===== config.mk =====
export PLATFORM = sky130hd
export DESIGN_NAME = lr4x_state_ram
export DESIGN_NICKNAME = d
export VERILOG_FILES = /design/src/design/lr4_crossover_svf_macros.svh /design/src/design/lr4x_pkg.sv /design/src/design/lr4x_state_ram.sv
export SDC_FILE = /design/constraint.sdc
export NUM_CORES = 1
export LEC_CHECK = 0
export ABC_AREA = 0
export BUFFER_PORTS_ARGS = -buffer_cell sky130_fd_sc_hd__buf_2
export CAP_MARGIN = 20
export CELL_PAD_IN_SITES_DETAIL_PLACEMENT = 2
export CELL_PAD_IN_SITES_GLOBAL_PLACEMENT = 2
export CORE_ASPECT_RATIO = 0.75
export CORE_MARGIN = 10
export CORE_UTILIZATION = 55
export CTS_BUF_LIST = sky130_fd_sc_hd__clkbuf_8
export CTS_CLUSTER_SIZE = 20
export DETAILED_ROUTE_END_ITERATION = 8
export PLACE_DENSITY = 0.92
export SLEW_MARGIN = 15
export SYNTH_ARGS = -nofsm -noshare
export SYNTH_HDL_FRONTEND = slang
export SYNTH_SLANG_ARGS = --single-unit

===== constraint.sdc =====
create_clock -name clock -period 42 [get_ports clock]
set_input_delay 8.4 -clock clock [delete_from_list [all_inputs] [get_ports clock]]
set_output_delay 8.4 -clock clock [all_outputs]
set_load 0.1 [all_outputs]

===== src/design/lr4_crossover_svf_macros.svh =====
// Assertion helpers for the crossover block.
`ifndef LR4_CROSSOVER_SVF_MACROS_SVH
`define LR4_CROSSOVER_SVF_MACROS_SVH
`ifndef SYNTHESIS
`define LR4X_ASSERT_IMPLY(label, clk, rst, ante, cons, msg) \
   label: assert property (@(posedge clk) disable iff (rst) (ante) |-> (cons)) else $error(msg);
`define LR4X_ASSERT_NEXT(label, clk, rst, ante, cons, msg) \
   label: assert property (@(posedge clk) disable iff (rst) (ante) |=> (cons)) else $error(msg);
`else
`define LR4X_ASSERT_IMPLY(label, clk, rst, ante, cons, msg)
`define LR4X_ASSERT_NEXT(label, clk, rst, ante, cons, msg)
`endif
`endif


===== src/design/lr4x_pkg.sv =====
`timescale 1ns / 1ps
package lr4x_pkg;

   localparam int NUM_CHANNELS_DEF = 8;
   localparam int SAMPLE_BITS_DEF  = 24;

   // One state word holds the four integrators of a channel.
   localparam int INTEG_W = 32;
   localparam int WORD_W  = 4 * INTEG_W;

   localparam logic [23:0] WARP_GAIN_RST = 24'd68720;
   localparam logic [23:0] NORM_GAIN_RST = 24'd7646958;
   localparam logic [23:0] DAMPING_RST   = 24'd5931642;

   localparam logic [1:0] CSR_WARP_GAIN = 2'd0;
   localparam logic [1:0] CSR_NORM_GAIN = 2'd1;
   localparam logic [1:0] CSR_DAMPING   = 2'd2;

   typedef enum logic [4:0] {
      ST_IDLE,
      ST_RD,
      ST_M1,
      ST_A1,
      ST_M2,
      ST_A2,
      ST_M3,
      ST_A3,
      ST_M4,
      ST_A4,
      ST_M5,
      ST_A5,
      ST_OUT
   } state_type;

   typedef struct packed {
      logic rd_en;
      logic wr_en;
   } ram_ctl_type;

endpackage


===== src/design/lr4x_state_ram.sv =====
`timescale 1ns / 1ps
module lr4x_state_ram #(
   parameter int DEPTH = lr4x_pkg::NUM_CHANNELS_DEF,
   parameter int AW    = 3
) (
   input  logic                        clock,
   input  logic                        reset,
   input  lr4x_pkg::ram_ctl_type       ctl,
   input  logic [AW-1:0]               rd_addr,
   input  logic [AW-1:0]               wr_addr,
   input  logic [lr4x_pkg::WORD_W-1:0] wr_data,
   output logic [lr4x_pkg::WORD_W-1:0] rd_data
);

   logic [lr4x_pkg::WORD_W-1:0] mem_ff [DEPTH];
   logic [lr4x_pkg::WORD_W-1:0] rd_data_ff;
   logic [DEPTH-1:0]            vld_ff;
   logic                        rd_vld_ff;

   always_ff @(posedge clock) begin
      if (ctl.wr_en) begin
         mem_ff[wr_addr] <= wr_data;
      end
      if (ctl.rd_en) begin
         rd_data_ff <= mem_ff[rd_addr];
      end
   end

   // An entry never written since reset reads as all-zero integrators.
   always_ff @(posedge clock) begin
      if (reset) begin
         vld_ff    <= '0;
         rd_vld_ff <= 1'b0;
      end else begin
         if (ctl.wr_en) begin
            vld_ff[wr_addr] <= 1'b1;
         end
         if (ctl.rd_en) begin
            rd_vld_ff <= vld_ff[rd_addr];
         end
      end
   end

   assign rd_data = rd_vld_ff ? rd_data_ff : '0;

endmodule


==> results.py, run 1 <==
metrics = {
    "run_status": {
        "run_status": "aborted with a tool error",
        "halt_stage": "3_5_place_dp",
        "stop_error": "[ERROR DPL-0033] detailed placement checks failed during check placement.",
    },
    "synth": {
        "post_synth_edffs": 1152,
        "synth_sequential_area_ratio_pct": 79.9,
        "synth-async-reset-ratio_pct": 0,
        "synth_seq_cells": 1161,
        "syn_inst": 1790,
        "synthTopCellsByArea": "sky130_fd_sc_hd__edfxtp_1 80%, sky130_fd_sc_hd__mux4_2 13%, sky130_fd_sc_hd__mux2_2 3.3%, sky130_fd_sc_hd__and2_1 1.8%, sky130_fd_sc_hd__buf_6 0.60%",
        "netlist.top_cell.by_area": "sky130_fd_sc_hd__edfxtp_1",
        "netlist.area_leader.share_pct": 79.5,
        "synth.cell_area_um2": 43500,
        "yosysWarnings": 0,
        "syn-num-nets": 1928,
        "synth_area_per_cell_um2": 24.3,
        "synth-main-ff-cell": "sky130_fd_sc_hd__edfxtp_1",
        "yosys-top-cells-count": "1,152 x sky130_fd_sc_hd__edfxtp_1, 257 x sky130_fd_sc_hd__mux4_2, 128 x sky130_fd_sc_hd__and2_1, 128 x sky130_fd_sc_hd__mux2_2, 37 x sky130_fd_sc_hd__clkbuf_1",
        "synth.most_common_cell": "sky130_fd_sc_hd__edfxtp_1",
        "synth_cell_type_count": 20,
    },
    "place": {
        "io_buffers": 265,
        "routabilityCongestion": 0.704,
        "place.detailed.hpwl_mm": 80.1,
    },
    "die": {
        "dieWidth_um": 345,
        "die_height_um": 264,
        "rows": 89,
        "initial_utilization_pct": 55.4,
        "boundaryPins": 266,
    },
}
## logic make-up after synthesis
kind of cell | synth area share [%]
AOI/OAI and AO/OA | 0.0863
and+or+nand+nor | 2.10
buffers and inverters | 1.19
muxes | 16.7
DFF | 79.9
## metrics by stage
stage / hold slack (ns) / instance area, um2 / worst slack, ns / cells
after floorplan: 0.440 / 43500 / 19.25 / 1790
after global placement: 0.450 / 46000 / 29.83 / 3036
==> inputs of run 2 (changes only) <==
--- a/config.mk
+++ b/config.mk
@@ -8,15 +8,10 @@
 export ABC_AREA = 0
 export BUFFER_PORTS_ARGS = -buffer_cell sky130_fd_sc_hd__buf_2
 export CAP_MARGIN = 20
-export CELL_PAD_IN_SITES_DETAIL_PLACEMENT = 2
-export CELL_PAD_IN_SITES_GLOBAL_PLACEMENT = 2
-export CORE_ASPECT_RATIO = 0.75
 export CORE_MARGIN = 10
-export CORE_UTILIZATION = 55
-export CTS_BUF_LIST = sky130_fd_sc_hd__clkbuf_8
-export CTS_CLUSTER_SIZE = 20
+export CORE_UTILIZATION = 40
 export DETAILED_ROUTE_END_ITERATION = 8
-export PLACE_DENSITY = 0.92
+export PLACE_DENSITY_LB_ADDON = 0.15
 export SLEW_MARGIN = 15
 export SYNTH_ARGS = -nofsm -noshare
 export SYNTH_HDL_FRONTEND = slang
==> run 2 against run 1 <==
Compared with the run above:
- the run now ends clean
- area after synthesis stayed put
- synthesized cell count stayed put
==> results.py, run 2 <==
metrics = {
    "cts": {
        "skew_pair_late_insertion_delay_ns": 0.71,
        "cts_inserted_buffers": 121,
        "clock_tree.buffer_depth": 3,
        "cts.repair_timing.setup_buffer_count": 0,
        "holdBufCountCts": 0,
        "clock-sinks": 1161,
        "number_of_gates_resized_after_cts": 0,
        "worst_setup_hold_path_clk_slew_ns": 0.06,
        "cts.htree.levels": 3,
        "root_buffer_master": "sky130_fd_sc_hd__clkbuf_16",
        "cts_tree": "done",
    },
    "place": {
        "routabilityCongestion": 0.691,
        "place.detailed.hpwl_mm": 52.8,
        "detailed_place.area_um2": 46500,
        "worst_setup_slack_before_clock_tree_synthesis_ns": 29.30,
        "io_buffers": 265,
        "dp.cells": 3407,
    },
    "final_layout": {
        "regMostFlops": "mem_ff",
        "instances_no_fill": 3649,
        "most_common_cell_after_layout_fill_and_taps_aside": "sky130_fd_sc_hd__edfxtp_1",
        "flip_flop_count_of_the_largest_register_after_layout": 1024,
        "layout-drive-gt1-share_pct": 39.0,
        "finalInstanceArea_um2": 50300,
        "layout.cells.most_common_list": "1,152 x sky130_fd_sc_hd__edfxtp_1, 261 x sky130_fd_sc_hd__buf_2, 257 x sky130_fd_sc_hd__mux4_2",
        "reg_top3": "mem_ff: 1024 flops, rd_data_ff: 128 flops, vld_ff: 8 flops",
        "area.growth.synth_to_final_pct": 15.6,
        "final_net_count": 2265,
    },
    "routing": {
        "drcViolationCount": 0,
        "drtIter0Drc": 1319,
        "via_count": 19300,
        "total_iterations_of_the_first_detailed_routing_run": 5,
        "wl_per_cell_um": 27.4,
        "routed_wirelength_mm": 100,
        "vias_per_cell": 5.28,
        "drt.antenna.violating_nets": 0,
    },
    "worst_setup_path": {
        "arrival_ns": 3.49,
        "cpPeakStageDelay_ns": 0.91,
        "cp_data_required_time_ns": 33.60,
        "timing.critical_path.buf_inv": 2,
        "crit_path_end_kind": "output port",
        "cp-start-kind": "flop",
        "crit_path_cell_trace": "buf_4 > and2_1 > buf_2",
        "type_of_the_setup_path_with_the_least_slack": "reg -> out",
        "path_delay_family": "buffers and inverters",
        "critical_path.max_fanout": 70,
        "critical-path-slowest-cell": "sky130_fd_sc_hd__dfxtp_4",
    },
    "sta": {
        "period_minus_slack_ns": 11.89,
        "finalWorstSetupSlack_ns": 30.11,
        "totalNegativeSetupSlack_ns": 0,
        "final_hold_viol_count": 0,
        "worst_hold_slack_after_final_layout_ns": 0.476,
        "rsz0062_at_grt": "false",
        "fmax_mhz": 84.1,
        "setup_viol_count_final": 0,
        "final.setup_skew_ns": 0.0230,
        "tightestPinTransition_ns": 1.05,
        "post-route-period-util_pct": 28.3,
        "timing.max_slew.rel_slack_pct": 30.0,
        "maxSlewViolCount": 0,
    },
    "synth": {
        "synth.cell_area_um2": 43500,
        "netlist.area_leader.share_pct": 79.5,
        "synth_seq_cells": 1161,
        "synth_area_per_cell_um2": 24.3,
        "yosysWarnings": 0,
        "post_synth_edffs": 1152,
        "synth_sequential_area_ratio_pct": 79.9,
        "yosys-top-cells-count": "1,152 x sky130_fd_sc_hd__edfxtp_1, 257 x sky130_fd_sc_hd__mux4_2, 128 x sky130_fd_sc_hd__and2_1, 128 x sky130_fd_sc_hd__mux2_2, 37 x sky130_fd_sc_hd__clkbuf_1",
        "synth-async-reset-ratio_pct": 0,
        "syn-num-nets": 1928,
        "syn_inst": 1790,
        "synth-main-ff-cell": "sky130_fd_sc_hd__edfxtp_1",
        "synth_cell_type_count": 20,
        "netlist.top_cell.by_area": "sky130_fd_sc_hd__edfxtp_1",
        "synth.most_common_cell": "sky130_fd_sc_hd__edfxtp_1",
        "synthTopCellsByArea": "sky130_fd_sc_hd__edfxtp_1 80%, sky130_fd_sc_hd__mux4_2 13%, sky130_fd_sc_hd__mux2_2 3.3%, sky130_fd_sc_hd__and2_1 1.8%, sky130_fd_sc_hd__buf_6 0.60%",
    },
    "global_routing": {
        "globalRoute.totalOverflow": 0,
        "track_usage_pct": 16.3,
        "antenna_found_initial": 39,
        "grt_pass1_vias": 21300,
        "grt_first_pass_wirelength_mm": 146,
        "grt_max_degree": 94,
    },
    "run_status": {
        "run_status": "finished clean",
    },
    "die": {
        "design.core.area_um2": 108000,
        "die_height_um": 350,
        "dieWidth_um": 350,
        "boundaryPins": 266,
        "rows": 120,
        "design.die.area_um2": 122000,
        "initial_utilization_pct": 40.5,
    },
    "power": {
        "leakage_nw": 16.5,
        "power_per_cell_area_nw_per_um2": 49.9,
        "max-vdd-ir-drop_mv": 0.0327,
    },
    "flow_run": {
        "maxCapViolations": 0,
    },
    "worst_hold_path": {
        "hp-class": "reg -> reg",
    },
}
==> run 2: cell counts after synthesis <==
Identical to the previous run, type by type.
==> run 2: power breakdown <==
| group | switching (W) | total (W) | internal [W] |
|---|---|---|---|
| Sequential | 0.0000111 | 0.00133 | 0.00132 |
| Combinational | 0.000102 | 0.000157 | 0.0000547 |
| Clock | 0.000439 | 0.00102 | 0.000582 |
==> run 2: stage by stage <==
step	total power, W	util, %
after global placement	0.00152	43.2
final	0.00251	46.8
after global routing	0.00260	46.8
after floorplan	0.00147	-
after CTS	0.00255	46.8
after detailed placement	0.00152	43.2
==> run 2: layout make-up <==
type | count | area (um2)
antenna | 15 | 37.5
clock buffer | 147 | 3150
clock inverter | 80 | 657
fill | 8832 | 57200
multi-input combinational | 542 | 8280
sequential | 1161 | 34800
tap | 1403 | 1760
timing repair buffer | 301 | 1640
==> run 2: path summary, 6_finish.rpt <==
check / start / end / slack (ns) / cells past startpoint
min reg2reg: vld_ff[2] / vld_ff[2] / 0.48 / 2
max reg2reg: rd_vld_ff / rd_vld_ff / 39.67 / 3
max: rd_vld_ff / rd_data[23] / 30.11 / 3
min: vld_ff[2] / vld_ff[2] / 0.48 / 2
==> run 2: cell families (layout without fill, tap and decap cells) <==
logic type,count (synthesis),after routing,share of synthesized area (%)
other,0,15,0
and+or+nand+nor,149,149,2.10
AOI/OAI and AO/OA,4,4,0.0863
buffers and inverters,87,528,1.19
muxes,389,389,16.7
DFF,1161,1161,79.9
==> run 2: routing by layer <==
metal	track usage, %	vias to the layer above	wire length [um]	share of wire, %
li1	-	8227	-	-
met1	21.6	10300	42200	42
met2	26.7	520	48800	49
met3	4.05	173	6960	7.0
met4	4.44	30	1890	1.9
met5	0	-	203	0.20
==> run 2: worst register-to-register path, delay by kind of cell (launching register included) <==
kind                   cells  cell delay (ns)
buffers and inverters      1             0.94
flip-flops                 1             0.91
AO/OA/AOI/OAI              1             0.23
AND/OR/NAND/NOR            1             0.15
(Power assumes the default switching activity.)
